===== src/hw/rtl/apsc_pkg.sv =====
package apsc_pkg;

    localparam int PARAM_SET_BYTES = 64;
    localparam int PS_ADDR_W       = $clog2(PARAM_SET_BYTES);
    localparam int CNT_W           = 7;
    localparam int FPOS_W          = 25;
    localparam int RECENT_W        = 24;
    localparam int LP_W            = 24;
    localparam int HDR_W           = 5;

    localparam logic [FPOS_W-1:0] MAX_FRAME_BYTES = FPOS_W'(25'd16777216);
    localparam logic [RECENT_W-1:0] RECENT_INIT   = '1;

    localparam logic REQ_FRAME = 1'b0;
    localparam logic REQ_READ  = 1'b1;

    localparam logic KIND_SUMMARY = 1'b0;
    localparam logic KIND_RECORD  = 1'b1;

    localparam logic [1:0] OUT_WRITTEN   = 2'd0;
    localparam logic [1:0] OUT_CFG_BUILT = 2'd1;
    localparam logic [1:0] OUT_NO_CFG    = 2'd2;

    localparam logic [HDR_W-1:0] NAL_TYPE_MASK = 5'h1F;
    localparam logic [HDR_W-1:0] NAL_IDR       = 5'h05;
    localparam logic [HDR_W-1:0] NAL_SPS       = 5'h07;
    localparam logic [HDR_W-1:0] NAL_PPS       = 5'h08;

    localparam logic [7:0] START_CODE_END  = 8'h01;
    localparam logic [7:0] AVCC_VERSION    = 8'h01;
    localparam logic [7:0] AVCC_LEN_SIZE   = 8'hFC | 8'h03;
    localparam logic [7:0] AVCC_NUM_SPS    = 8'hE0 | 8'h01;
    localparam logic [7:0] AVCC_NUM_PPS    = 8'h01;
    localparam logic [7:0] AVCC_FIXED_LEN  = 8'd11;

    typedef enum logic [1:0] {
        SEG_NONE = 2'd0,
        SEG_SPS  = 2'd1,
        SEG_PPS  = 2'd2,
        SEG_WAIT = 2'd3
    } seg_kind_t;

    typedef enum logic [1:0] {
        SRC_CONST = 2'd0,
        SRC_SPS   = 2'd1,
        SRC_PPS   = 2'd2
    } rec_src_t;

    typedef struct packed {
        logic [7:0]       record_length;
        logic             record_valid;
        logic [7:0]       record_byte;
        logic             capture_overrun;
        logic [CNT_W-1:0] pps_length;
        logic [CNT_W-1:0] sps_length;
        logic [LP_W-1:0]  length_prefix;
        logic             key_frame;
        logic [1:0]       frame_outcome;
    } result_t;

    localparam int RESULT_W = $bits(result_t);
    localparam int OUT_W    = 64;

endpackage


===== src/hw/rtl/apsc_ram.sv =====
module apsc_ram #(
    parameter int WIDTH = 8,
    parameter int DEPTH = 64
) (
    input  logic                     clk,
    input  logic                     wr_en,
    input  logic [$clog2(DEPTH)-1:0] wr_addr,
    input  logic [WIDTH-1:0]         wr_data,
    input  logic                     rd_en,
    input  logic [$clog2(DEPTH)-1:0] rd_addr,
    output logic [WIDTH-1:0]         rd_data
);

    logic [WIDTH-1:0] mem [DEPTH];

    always_ff @(posedge clk)
    begin
        if (wr_en)
        begin
            mem[wr_addr] <= wr_data;
        end
        if (rd_en)
        begin
            rd_data <= mem[rd_addr];
        end
    end

endmodule


===== src/hw/rtl/annexb_param_set_capture_unit.sv =====
// Annex B parameter-set capture. Frame bytes (s_tuser 0) stream in one per cycle while
// s_tready is high; while the SPS or PPS is still missing at frame start, every
// 00 00 00 01 start code inside the frame opens a segment, and NAL units of type 7 or 8
// are written from the header byte onward into two 64-byte RAMs (longer sets are
// truncated and flag overrun). The last byte of a frame (s_tlast) returns one summary
// transaction: outcome, keyframe mark, length prefix and parameter lengths. A read
// request (s_tuser 1) returns one byte of the avcC record at the index in s_tdata[15:8].
// The block takes one transaction per cycle while the output is not stalled; a result
// passes through a capture stage that waits on the registered RAM read and then an
// output register. No clearing pass is needed after reset.
module annexb_param_set_capture_unit (
    input  logic        clk,
    input  logic        rst_n,
    input  logic        s_tvalid,
    output logic        s_tready,
    input  logic [15:0] s_tdata,   // data_byte[7:0], read_index[15:8]
    input  logic        s_tuser,   // req_type
    input  logic        s_tlast,   // last_byte
    output logic        m_tvalid,
    input  logic        m_tready,
    output logic [63:0] m_tdata,   // frame_outcome[1:0], key_frame[2], length_prefix[26:3],
                                   // sps_length[33:27], pps_length[40:34],
                                   // capture_overrun[41], record_byte[49:42],
                                   // record_valid[50], record_length[58:51], zeros above
    output logic        m_tuser    // result_kind
);

    localparam logic [apsc_pkg::FPOS_W-1:0] PSB_F =
        apsc_pkg::FPOS_W'(apsc_pkg::PARAM_SET_BYTES);

    logic [apsc_pkg::FPOS_W-1:0]   fpos_reg, fpos_next;
    logic [apsc_pkg::FPOS_W-1:0]   off_reg, off_next;
    logic [apsc_pkg::RECENT_W-1:0] recent_reg, recent_next;
    apsc_pkg::seg_kind_t           kind_reg, kind_next;
    logic                          scan_reg, scan_next;
    logic                          cfg_reg, cfg_next;
    logic [apsc_pkg::HDR_W-1:0]    fht_reg, fht_next;
    logic                          ovr_reg, ovr_next;
    logic [apsc_pkg::CNT_W-1:0]    sps_cnt_reg, sps_cnt_next;
    logic [apsc_pkg::CNT_W-1:0]    pps_cnt_reg, pps_cnt_next;

    logic                          s1_valid_reg, s1_valid_next;
    apsc_pkg::result_t             s1_res_reg, s1_res_next;
    apsc_pkg::rec_src_t            s1_src_reg, s1_src_next;
    logic                          s1_kind_reg, s1_kind_next;
    logic                          s2_valid_reg, s2_valid_next;
    apsc_pkg::result_t             s2_res_reg, s2_res_next;
    logic                          s2_kind_reg, s2_kind_next;

    logic                          s1_adv;
    logic                          accept;
    logic                          frame_acc;
    logic                          read_acc;
    logic [7:0]                    b;
    logic [7:0]                    ridx;

    logic                          frame_start;
    logic                          scan_eff;
    logic                          in_range;
    apsc_pkg::seg_kind_t           kind_eff, kind1;
    logic [apsc_pkg::FPOS_W-1:0]   off_eff;
    logic [apsc_pkg::RECENT_W-1:0] recent_eff;
    logic [apsc_pkg::HDR_W-1:0]    fht_eff;
    logic [apsc_pkg::HDR_W-1:0]    hdr_type;
    logic [apsc_pkg::FPOS_W-1:0]   wr_idx;
    logic                          wr_ok;
    logic                          sc_hit;
    logic [apsc_pkg::FPOS_W-1:0]   fpos_new;
    logic                          cl_en;
    apsc_pkg::seg_kind_t           cl_kind;
    logic [apsc_pkg::FPOS_W-1:0]   cl_end, cl_off, cl_len;
    logic [apsc_pkg::CNT_W-1:0]    cl_cnt;

    logic                          sps_we, pps_we;
    logic [apsc_pkg::PS_ADDR_W-1:0] wr_addr;
    logic [apsc_pkg::PS_ADDR_W-1:0] sps_raddr, pps_raddr;
    logic [7:0]                    sps_rd, pps_rd;

    logic [7:0]                    s8, p8, rlen;
    logic                          rvalid;
    apsc_pkg::rec_src_t            rsrc;
    logic [7:0]                    rconst;
    logic [7:0]                    sps_ridx, pps_ridx;

    assign s1_adv    = !s2_valid_reg || m_tready;
    assign s_tready  = !s1_valid_reg || s1_adv;
    assign accept    = s_tvalid && s_tready;
    assign frame_acc = accept && (s_tuser == apsc_pkg::REQ_FRAME);
    assign read_acc  = accept && (s_tuser == apsc_pkg::REQ_READ);
    assign b         = s_tdata[7:0];
    assign ridx      = s_tdata[15:8];

    // frame byte path
    always_comb
    begin
        frame_start = (fpos_reg == '0);
        scan_eff    = frame_start ? ((sps_cnt_reg == '0) || (pps_cnt_reg == '0)) : scan_reg;
        kind_eff    = frame_start ? apsc_pkg::SEG_NONE : kind_reg;
        off_eff     = frame_start ? '0 : off_reg;
        recent_eff  = frame_start ? apsc_pkg::RECENT_INIT : recent_reg;
        fht_eff     = frame_start ? '0 : fht_reg;
        in_range    = (fpos_reg < apsc_pkg::MAX_FRAME_BYTES);
        hdr_type    = b[apsc_pkg::HDR_W-1:0] & apsc_pkg::NAL_TYPE_MASK;

        kind1 = kind_eff;
        if (scan_eff && in_range && (kind_eff == apsc_pkg::SEG_WAIT) && (fpos_reg == off_eff))
        begin
            if (hdr_type == apsc_pkg::NAL_SPS)
            begin
                kind1 = apsc_pkg::SEG_SPS;
            end
            else if (hdr_type == apsc_pkg::NAL_PPS)
            begin
                kind1 = apsc_pkg::SEG_PPS;
            end
            else
            begin
                kind1 = apsc_pkg::SEG_NONE;
            end
        end

        wr_idx  = fpos_reg - off_eff;
        wr_ok   = scan_eff && in_range && (fpos_reg >= off_eff) && (wr_idx < PSB_F);
        wr_addr = wr_idx[apsc_pkg::PS_ADDR_W-1:0];
        sps_we  = frame_acc && wr_ok && (kind1 == apsc_pkg::SEG_SPS);
        pps_we  = frame_acc && wr_ok && (kind1 == apsc_pkg::SEG_PPS);

        sc_hit = scan_eff && in_range && (recent_eff == '0) &&
                 (b == apsc_pkg::START_CODE_END) && (fpos_reg >= apsc_pkg::FPOS_W'(3));

        fpos_new = in_range ? fpos_reg + apsc_pkg::FPOS_W'(1) : fpos_reg;

        kind_next   = kind1;
        off_next    = off_eff;
        if (sc_hit)
        begin
            kind_next = apsc_pkg::SEG_WAIT;
            off_next  = fpos_reg + apsc_pkg::FPOS_W'(1);
        end
        recent_next = in_range ? {recent_eff[apsc_pkg::RECENT_W-9:0], b} : recent_eff;
        fht_next    = (in_range && (fpos_reg == apsc_pkg::FPOS_W'(4))) ? hdr_type : fht_eff;
        scan_next   = scan_eff;
        fpos_next   = fpos_new;

        // one segment close at most per byte
        cl_en   = sc_hit || (s_tlast && scan_eff);
        cl_kind = sc_hit ? kind1 : kind_next;
        cl_end  = sc_hit ? fpos_reg - apsc_pkg::FPOS_W'(3) : fpos_new;
        cl_off  = off_eff;
        cl_len  = (cl_end > cl_off) ? cl_end - cl_off : '0;
        cl_cnt  = (cl_len > PSB_F) ? apsc_pkg::CNT_W'(apsc_pkg::PARAM_SET_BYTES)
                                   : cl_len[apsc_pkg::CNT_W-1:0];

        sps_cnt_next = sps_cnt_reg;
        pps_cnt_next = pps_cnt_reg;
        ovr_next     = ovr_reg;
        if (cl_en && ((cl_kind == apsc_pkg::SEG_SPS) || (cl_kind == apsc_pkg::SEG_PPS)))
        begin
            if (cl_len > PSB_F)
            begin
                ovr_next = 1'b1;
            end
            if (cl_kind == apsc_pkg::SEG_SPS)
            begin
                sps_cnt_next = cl_cnt;
            end
            else
            begin
                pps_cnt_next = cl_cnt;
            end
        end

        cfg_next = cfg_reg;
        if (s_tlast)
        begin
            fpos_next = '0;
            scan_next = 1'b0;
            kind_next = apsc_pkg::SEG_NONE;
            off_next  = '0;
            recent_next = apsc_pkg::RECENT_INIT;
            if (!cfg_reg && (sps_cnt_next != '0) && (pps_cnt_next != '0))
            begin
                cfg_next = 1'b1;
            end
        end
    end

    // avcC record read path
    always_comb
    begin
        s8       = {1'b0, sps_cnt_reg};
        p8       = {1'b0, pps_cnt_reg};
        rlen     = apsc_pkg::AVCC_FIXED_LEN + s8 + p8;
        rvalid   = cfg_reg && (ridx < rlen);
        sps_ridx = (ridx <= 8'd3) ? ridx : ridx - 8'd8;
        pps_ridx = ridx - apsc_pkg::AVCC_FIXED_LEN - s8;
        sps_raddr = sps_ridx[apsc_pkg::PS_ADDR_W-1:0];
        pps_raddr = pps_ridx[apsc_pkg::PS_ADDR_W-1:0];
        rsrc     = apsc_pkg::SRC_CONST;
        rconst   = 8'h00;
        if (!rvalid)
        begin
            rconst = 8'h00;
        end
        else if (ridx == 8'd0)
        begin
            rconst = apsc_pkg::AVCC_VERSION;
        end
        else if (ridx <= 8'd3)
        begin
            if (ridx < s8)
            begin
                rsrc = apsc_pkg::SRC_SPS;
            end
        end
        else if (ridx == 8'd4)
        begin
            rconst = apsc_pkg::AVCC_LEN_SIZE;
        end
        else if (ridx == 8'd5)
        begin
            rconst = apsc_pkg::AVCC_NUM_SPS;
        end
        else if (ridx == 8'd6)
        begin
            rconst = 8'h00;
        end
        else if (ridx == 8'd7)
        begin
            rconst = s8;
        end
        else if (ridx < 8'd8 + s8)
        begin
            rsrc = apsc_pkg::SRC_SPS;
        end
        else if (ridx == 8'd8 + s8)
        begin
            rconst = apsc_pkg::AVCC_NUM_PPS;
        end
        else if (ridx == 8'd9 + s8)
        begin
            rconst = 8'h00;
        end
        else if (ridx == 8'd10 + s8)
        begin
            rconst = p8;
        end
        else
        begin
            rsrc = apsc_pkg::SRC_PPS;
        end
    end

    // capture stage and output register
    always_comb
    begin
        s1_res_next  = '0;
        s1_src_next  = apsc_pkg::SRC_CONST;
        s1_kind_next = apsc_pkg::KIND_SUMMARY;
        if (read_acc)
        begin
            s1_kind_next                = apsc_pkg::KIND_RECORD;
            s1_src_next                 = rsrc;
            s1_res_next.sps_length      = sps_cnt_reg;
            s1_res_next.pps_length      = pps_cnt_reg;
            s1_res_next.capture_overrun = ovr_reg;
            s1_res_next.record_byte     = rconst;
            s1_res_next.record_valid    = rvalid;
            s1_res_next.record_length   = cfg_reg ? rlen : 8'h00;
        end
        else
        begin
            if (cfg_reg)
            begin
                s1_res_next.frame_outcome = apsc_pkg::OUT_WRITTEN;
            end
            else if (cfg_next)
            begin
                s1_res_next.frame_outcome = apsc_pkg::OUT_CFG_BUILT;
            end
            else
            begin
                s1_res_next.frame_outcome = apsc_pkg::OUT_NO_CFG;
            end
            s1_res_next.key_frame       = (fpos_new > apsc_pkg::FPOS_W'(4)) &&
                                          (fht_next == apsc_pkg::NAL_IDR);
            s1_res_next.length_prefix   = (fpos_new >= apsc_pkg::FPOS_W'(4)) ?
                                          apsc_pkg::LP_W'(fpos_new - apsc_pkg::FPOS_W'(4)) :
                                          '0;
            s1_res_next.sps_length      = sps_cnt_next;
            s1_res_next.pps_length      = pps_cnt_next;
            s1_res_next.capture_overrun = ovr_next;
        end

        if (read_acc || (frame_acc && s_tlast))
        begin
            s1_valid_next = 1'b1;
        end
        else if (s1_adv)
        begin
            s1_valid_next = 1'b0;
        end
        else
        begin
            s1_valid_next = s1_valid_reg;
        end

        s2_valid_next = s1_adv ? s1_valid_reg : s2_valid_reg;
        s2_kind_next  = s1_kind_reg;
        s2_res_next   = s1_res_reg;
        case (s1_src_reg)
            apsc_pkg::SRC_SPS: s2_res_next.record_byte = sps_rd;
            apsc_pkg::SRC_PPS: s2_res_next.record_byte = pps_rd;
            default:           s2_res_next.record_byte = s1_res_reg.record_byte;
        endcase
    end

    always_ff @(posedge clk or negedge rst_n)
    begin
        if (!rst_n)
        begin
            fpos_reg     <= '0;
            off_reg      <= '0;
            recent_reg   <= apsc_pkg::RECENT_INIT;
            kind_reg     <= apsc_pkg::SEG_NONE;
            scan_reg     <= 1'b0;
            cfg_reg      <= 1'b0;
            fht_reg      <= '0;
            ovr_reg      <= 1'b0;
            sps_cnt_reg  <= '0;
            pps_cnt_reg  <= '0;
            s1_valid_reg <= 1'b0;
            s2_valid_reg <= 1'b0;
        end
        else
        begin
            if (frame_acc)
            begin
                fpos_reg    <= fpos_next;
                off_reg     <= off_next;
                recent_reg  <= recent_next;
                kind_reg    <= kind_next;
                scan_reg    <= scan_next;
                cfg_reg     <= cfg_next;
                fht_reg     <= fht_next;
                ovr_reg     <= ovr_next;
                sps_cnt_reg <= sps_cnt_next;
                pps_cnt_reg <= pps_cnt_next;
            end
            s1_valid_reg <= s1_valid_next;
            s2_valid_reg <= s2_valid_next;
        end
    end

    always_ff @(posedge clk)
    begin
        if (accept)
        begin
            s1_res_reg  <= s1_res_next;
            s1_src_reg  <= s1_src_next;
            s1_kind_reg <= s1_kind_next;
        end
        if (s1_adv && s1_valid_reg)
        begin
            s2_res_reg  <= s2_res_next;
            s2_kind_reg <= s2_kind_next;
        end
    end

    apsc_ram #(
        .WIDTH(8),
        .DEPTH(apsc_pkg::PARAM_SET_BYTES)
    ) u_sps_ram (
        .clk    (clk),
        .wr_en  (sps_we),
        .wr_addr(wr_addr),
        .wr_data(b),
        .rd_en  (read_acc),
        .rd_addr(sps_raddr),
        .rd_data(sps_rd)
    );

    apsc_ram #(
        .WIDTH(8),
        .DEPTH(apsc_pkg::PARAM_SET_BYTES)
    ) u_pps_ram (
        .clk    (clk),
        .wr_en  (pps_we),
        .wr_addr(wr_addr),
        .wr_data(b),
        .rd_en  (read_acc),
        .rd_addr(pps_raddr),
        .rd_data(pps_rd)
    );

    assign m_tvalid = s2_valid_reg;
    assign m_tuser  = s2_kind_reg;
    assign m_tdata  = {{(apsc_pkg::OUT_W - apsc_pkg::RESULT_W){1'b0}}, s2_res_reg};

endmodule


===== config.mk =====
export PLATFORM = sky130hd
export DESIGN_NAME = annexb_param_set_capture_unit
export DESIGN_NICKNAME = d
export VERILOG_FILES = /design/src/hw/rtl/apsc_pkg.sv /design/src/hw/rtl/apsc_ram.sv /design/src/hw/rtl/annexb_param_set_capture_unit.sv
export SDC_FILE = /design/constraint.sdc
export NUM_CORES = 2
export LEC_CHECK = 0
export BUFFER_PORTS_ARGS = -buffer_cell sky130_fd_sc_hd__buf_4
export CAP_MARGIN = 20
export CORE_MARGIN = 3
export CORE_UTILIZATION = 63
export DETAILED_ROUTE_END_ITERATION = 12
export PLACE_DENSITY = 0.8
export RECOVER_POWER = 100
export SYNTH_ARGS = -nofsm -noshare
export SYNTH_HDL_FRONTEND = slang
export SYNTH_SLANG_ARGS = --single-unit

===== constraint.sdc =====
create_clock -name clk -period 6.8 [get_ports clk]
set_input_delay 1.36 -clock clk [delete_from_list [all_inputs] [get_ports clk]]
set_output_delay 1.36 -clock clk [all_outputs]
set_load 0.05 [all_outputs]

* Word-level counts from Yosys, hierarchy flattened
Memories as Yosys holds them, arrays and structs flattened. A register that Yosys moved wholly into a read port is not among the register bits.
Index checks and enable logic that the tools add are counted.
** Word-level totals
- Input port bits :: 22
- Bits in writable memories :: 1024
- Output and inout port bits :: 67
- Memories kept :: 2
- Word-level logic and storage cells :: 192
- Register bits after elaboration :: 222
** Cells by class
- Bitwise logic cells :: 4
- Magnitude comparators :: 12
- Eq/ne operators :: 20
- Muxes and demuxes :: 61
- Add/subtract/negate cells :: 13
- Reduce and logical (&&, ||, !) cells :: 46
** Memories
- u_pps_ram.mem :: words 64, width 8, read ports 1, clocked after Yosys merged registers in 1, wr ports 1, RTL line apsc_ram.sv:14 : logic [WIDTH-1:0] mem [DEPTH];
- u_sps_ram.mem :: words 64, width 8, read ports 1, clocked after Yosys merged registers in 1, wr ports 1, RTL line apsc_ram.sv:14
** Operator list (number)
- $mux 25 :: 7
- $mux 7 :: 11
- $mux 24 :: 3
- $sub 25x25->25 :: 2
- $mux 2 :: 17
- $add 4x7->8 const A :: 4
- $eq 8x3->1 const B :: 4
- $add 25x1->25 const B :: 1
- $eq 25x25->1 :: 1
- $eq 25x3->1 const B :: 1
- $ge 25x2->1 const B :: 1
- $ge 25x25->1 :: 1
- $ge 25x3->1 const B :: 1
- $gt 25x25->1 :: 1
- $gt 25x3->1 const B :: 1
- $gt 25x7->1 const B :: 1
- $logic_not 25->1 :: 1
- $lt 25x25->1 const B :: 1
- $lt 25x7->1 const B :: 1
- $sub 25x2->25 const B :: 1
- $eq 8x8->1 :: 3
- $logic_not 24->1 :: 1
- $sub 24x3->24 const B :: 1
- $logic_and 1x1->1 :: 23
- other kinds (28) :: 67

* Depth between registers and ports, before layout
- Word-level depth :: 20
- Gate-level depth with buffers :: 25
- Depth with buffers taken out :: 21

* Modules after synthesis
A second synthesis with hierarchy kept.
** Second synthesis, totals
- Cell total of the unflattened synthesis :: 3544
- Area total of the unflattened synthesis :: 55572.0 sq um
** By module, submodules not included
- apsc_ram :: sequential area each 15615.0 sq um, area each 20246.9 sq um, cells an instance 940, instances 2
- annexb_param_set_capture_unit :: sequential area each 6195.9 sq um, area each 15078.2 sq um, cells an instance 1664, instances 1

* Worst setup path after synthesis
Ideal clock, no wire load.
- Path type :: input to register
- Start point :: input s_tdata[5]
- End point :: register s1_res_reg[29] (netlist bit) (data pin)
- Required time :: 6631 ps
- Library setup time :: 169 ps
- Arrival time :: 6096 ps
- Stages on the path :: 19
- Path buffers :: 2
- Slack :: 535 ps
- Cell sequence :: nor4_1 nand4_1 nor2_1 nand4_1 nor4_1 clkbuf_1 o21ai_0 xor2_1 ha_1 and4_1 nor2b_1 a221oi_1 o21ai_1 xor2_1 or4_1 nor4_2 nand4_1 clkbuf_1 o31ai_1
** RTL lines
- from (decl) :: RTL line annexb_param_set_capture_unit.sv:16 : input logic [15:0] s_tdata,
- to (signal assigned) :: RTL line annexb_param_set_capture_unit.sv:359 : s1_res_reg <= s1_res_next;
- to (decl) :: RTL line annexb_param_set_capture_unit.sv:43 : apsc_pkg::result_t s1_res_reg, s1_res_next;

* Worst setup path in the final report
- Start point :: register fpos_reg[7] (netlist bit)
- End point :: memory u_sps_ram.mem[41][0] (enable)
** Between the ends
- Longest elaborated chain between the ends :: 10
- Elaborated cells on any way between the ends :: 21
- Those cells by class :: 1 x add/sub; 3 x order compare; 3 x eq/ne; 6 x mux; 8 x reduce/logical
** RTL lines
- from (decl) :: RTL line annexb_param_set_capture_unit.sv:31 : logic [apsc_pkg::FPOS_W-1:0] fpos_reg, fpos_next;
- from (signal assigned) :: RTL line annexb_param_set_capture_unit.sv:339 : fpos_reg <= fpos_next;
- parallel branches: the longest is 10 deep, another holds $sub 25x25->25
- to (decl) :: RTL line apsc_ram.sv:14
Parallel ways; which one is timed is not known.

==> results.toml <==
[setup_path]
path_depth = 18
crit_path_start_kind = "register"
r2r_cells = 18
cp_max_fo = 64
cp_common_cell = "nand4_1"
slowest_stage = "or4_2"
cp_num_buf_inv = 3
cp.arrival_ps = 6950
endpoint_kind = "register"
worstSetupPathType = "reg -> reg"
cpPeakStageDelay_ps = 750
cp_top_family = "simple AND/OR/NAND/NOR gates"
cp.required_ps = 7190
path_cells = "or4_1 -> nor4_2 -> nand3_2 -> and2_0 -> ha_1 -> inv_1 -> fa_1 -> a211oi_1 -> o211ai_1 -> nand4_1 -> a31oi_1 -> o21ai_0 -> nor4_1 -> nand4_1 -> or4_2 -> buf_12 -> nor3_1 -> buf_4"

[power_and_ir_drop]
power.share.sequential = 0.501
cellPowerDensity_nw_per_um2 = 286
comb_power_share = 0.142
p_sw_mw = 4.60
ir_worst_vdd_v = 0.000232
switching_share = 0.260
pwr-share-clk = 0.357
p_int_mw = 13.1
cellLeakagePower_nw = 20.6

[yosys]
synth-compound-area-share = 0.0504
synth_top_family_by_area = "multiplexers"
avgSynthCellArea_um2 = 16.1
synth_commonest_cells = "edfxtp_1 (1162), mux4_2 (320), nand2_1 (248)"
synth_xor_area_frac = 0.0213
seq_area_frac_synth = 0.668
ys_async_sr_fraction = 0.0792
synth_simple_gate_area_frac = 0.0774
yosys.area_share.adder = 0.0244
syn_area_um2 = 56000
yosysTopAreaCellShare = 0.623
yosysWarnings = 0
yosys-top-cells-area = "edfxtp_1 (62%), mux4_2 (13%), dfrtp_1 (3.4%), ha_1 (2.3%), nand2_1 (1.7%)"
synth_cell_type_count = 80
ys_ff_latch = 1262
synth_edf_count = 1162
synthMostInstantiatedCell = "edfxtp_1"
syn_inst = 3480
yosys.area.top_type = "edfxtp_1"
synthMuxAreaShare = 0.136
synth_ff_type = "edfxtp_1"

[drt]
postRouteAntennaNets = 0
vias = 34631
drtIter0Drc = 4878
dr.pass1.iters = 8
via_per_inst = 7.00
post_drt_wl_per_cell_um = 30.6
routed_wl_um = 151000
drcViolationCount = 0

[timing]
relSlewSlack = -1.89
setup_viol = 0
fin_skew_ps = 39.7
timing.final.ws_setup_ps = 241
min_period_ps = 6560
worst_slew_pin_slew_ps = 4330
min_period_over_period = 0.965
tns_ps = 0
slew_viol_final = 1289
fmax_ghz = 0.152
hold_viol = 0
rsz0062_at_grt = "no"

[global_routing]
grt_pass1_wl_um = 227000
overflow = 0
grt_max_degree = 120
grt_pass1_vias = 33851
antenna_found_initial = 7
grt_usage = 0.329

[die]
std_cell_rows = 108
die_area_um2 = 92500
die_x_um = 304
pin_count = 89
placeableCoreArea_um2 = 87400
initial_core_util = 0.640
die_y_um = 304

[cells_and_area]
final_area_um2 = 61800
nNetsFinal = 3825
fill_cells = 5468
reg_top3 = "u_pps_ram.mem x512, u_sps_ram.mem x512"
drive_gt1_frac = 0.180
syn_to_final_growth_pct = 10.3
final_cells = 4944

[status]
violations = "capacitance limit, slew limit"
outcome = "finished with violations"

[hold_path]
hold_path_class = "reg -> reg"
hold_depth = 0

[cts]
cts_tree = "built"
htree_levels = 3
clock_path_buffers = 3
clk_latency_ps = 710
clk_pin_slew_ps = 60
hold_buffers = 0
cts-root-buf = "clkbuf_16"
cts_sinks = 1262
cts_buffers = 118

[placement]
io_buffers = 83
place_area_um2 = 59000
dp_worst_setup_slack_ps = 64.3
dp.cells = 4730
routabilityCongestion = 0.940
dpl.hpwl_um = 95000

[run]
drv_cap = 21
==> worst paths after layout <==
kind | start | end | slack [ps]
worst max register to register | fpos_reg[7] | u_sps_ram.mem[41][0] | 240
min in group asynchronous | rst_n | fpos_reg[20] | 1600
worst max-delay path | fpos_reg[7] | u_sps_ram.mem[41][0] | 240
max in group asynchronous | rst_n | ovr_reg | 1350
worst min-delay path | s1_res_reg[10] | m_tdata[10] | 420
worst min register to register | s1_res_reg[10] | m_tdata[10] | 420
==> logic make-up after synthesis <==
kind of cell               count (synthesis)
muxes                                    362
buffers and inverters                    282
AOI/OAI and AO/OA                        453
DFF                                     1262
xor gates and xnor gates                 136
other                                      1
and+or+nand+nor                          877
adders and majority gates                107
==> final cells by class <==
cell class	instances	area, um2	share of cell area
sequential	1262	37400	0.606
multi-input combinational	1940	17400	0.281
clock buffer	156	3140	0.0508
timing repair buffer	305	1610	0.0261
tap	1155	1450	0.0234
clock inverter	56	512	0.00828
inverter	69	259	0.00419
antenna	1	2.50	0.0000405
==> repair_timing <==
item / 4_1_cts / 5_1_grt
resized for setup: 0 / 1
setup endpoints to repair: 0 / 9
buffers inserted: 0 / 0
==> power groups by stage <==
stage / clock network (mW) / logic (mW) / registers (mW)
4_1_cts: 6.37 / 2.51 / 8.83
6_report: 6.31 / 2.51 / 8.85
3_3_place_gp: 0 / 2.42 / 8.98
5_1_grt: 6.65 / 2.65 / 8.86
2_1_floorplan: 0 / 1.47 / 9.10
3_5_place_dp: 0 / 2.47 / 8.99
==> cells in the final DEF, fill, tap and decap left out, types with 102 or more instances in the layout <==
cell	instances
nor2_1	159
clkbuf_1	198
nor3_1	172
nand2_1	247
mux4_2	320
edfxtp_1	1162
o21ai_0	125
a21oi_1	124
clkbuf_16	119
ha_1	102
==> metal layers <==
layer | share of wire | wire length, um | global-route usage | vias up
met1 | 0.37 | 55300 | 0.464 | 17404
met3 | 0.11 | 16300 | 0.0674 | 454
met4 | 0.045 | 6880 | 0.122 | 8
met5 | 0.00040 | 60 | 0 | -
li1 | - | - | - | 14234
met2 | 0.48 | 72600 | 0.517 | 2531
==> through the flow <==
step | util | hold WS, ps | total power, mW
2_1_floorplan | - | 400 | 10.6
3_3_place_gp | 0.674 | 401 | 11.4
3_5_place_dp | 0.675 | 405 | 11.5
4_1_cts | 0.716 | 419 | 17.7
5_1_grt | 0.707 | 428 | 18.2
6_report | 0.707 | 416 | 17.7
No activity file was read; power rests on OpenSTA's default activity.
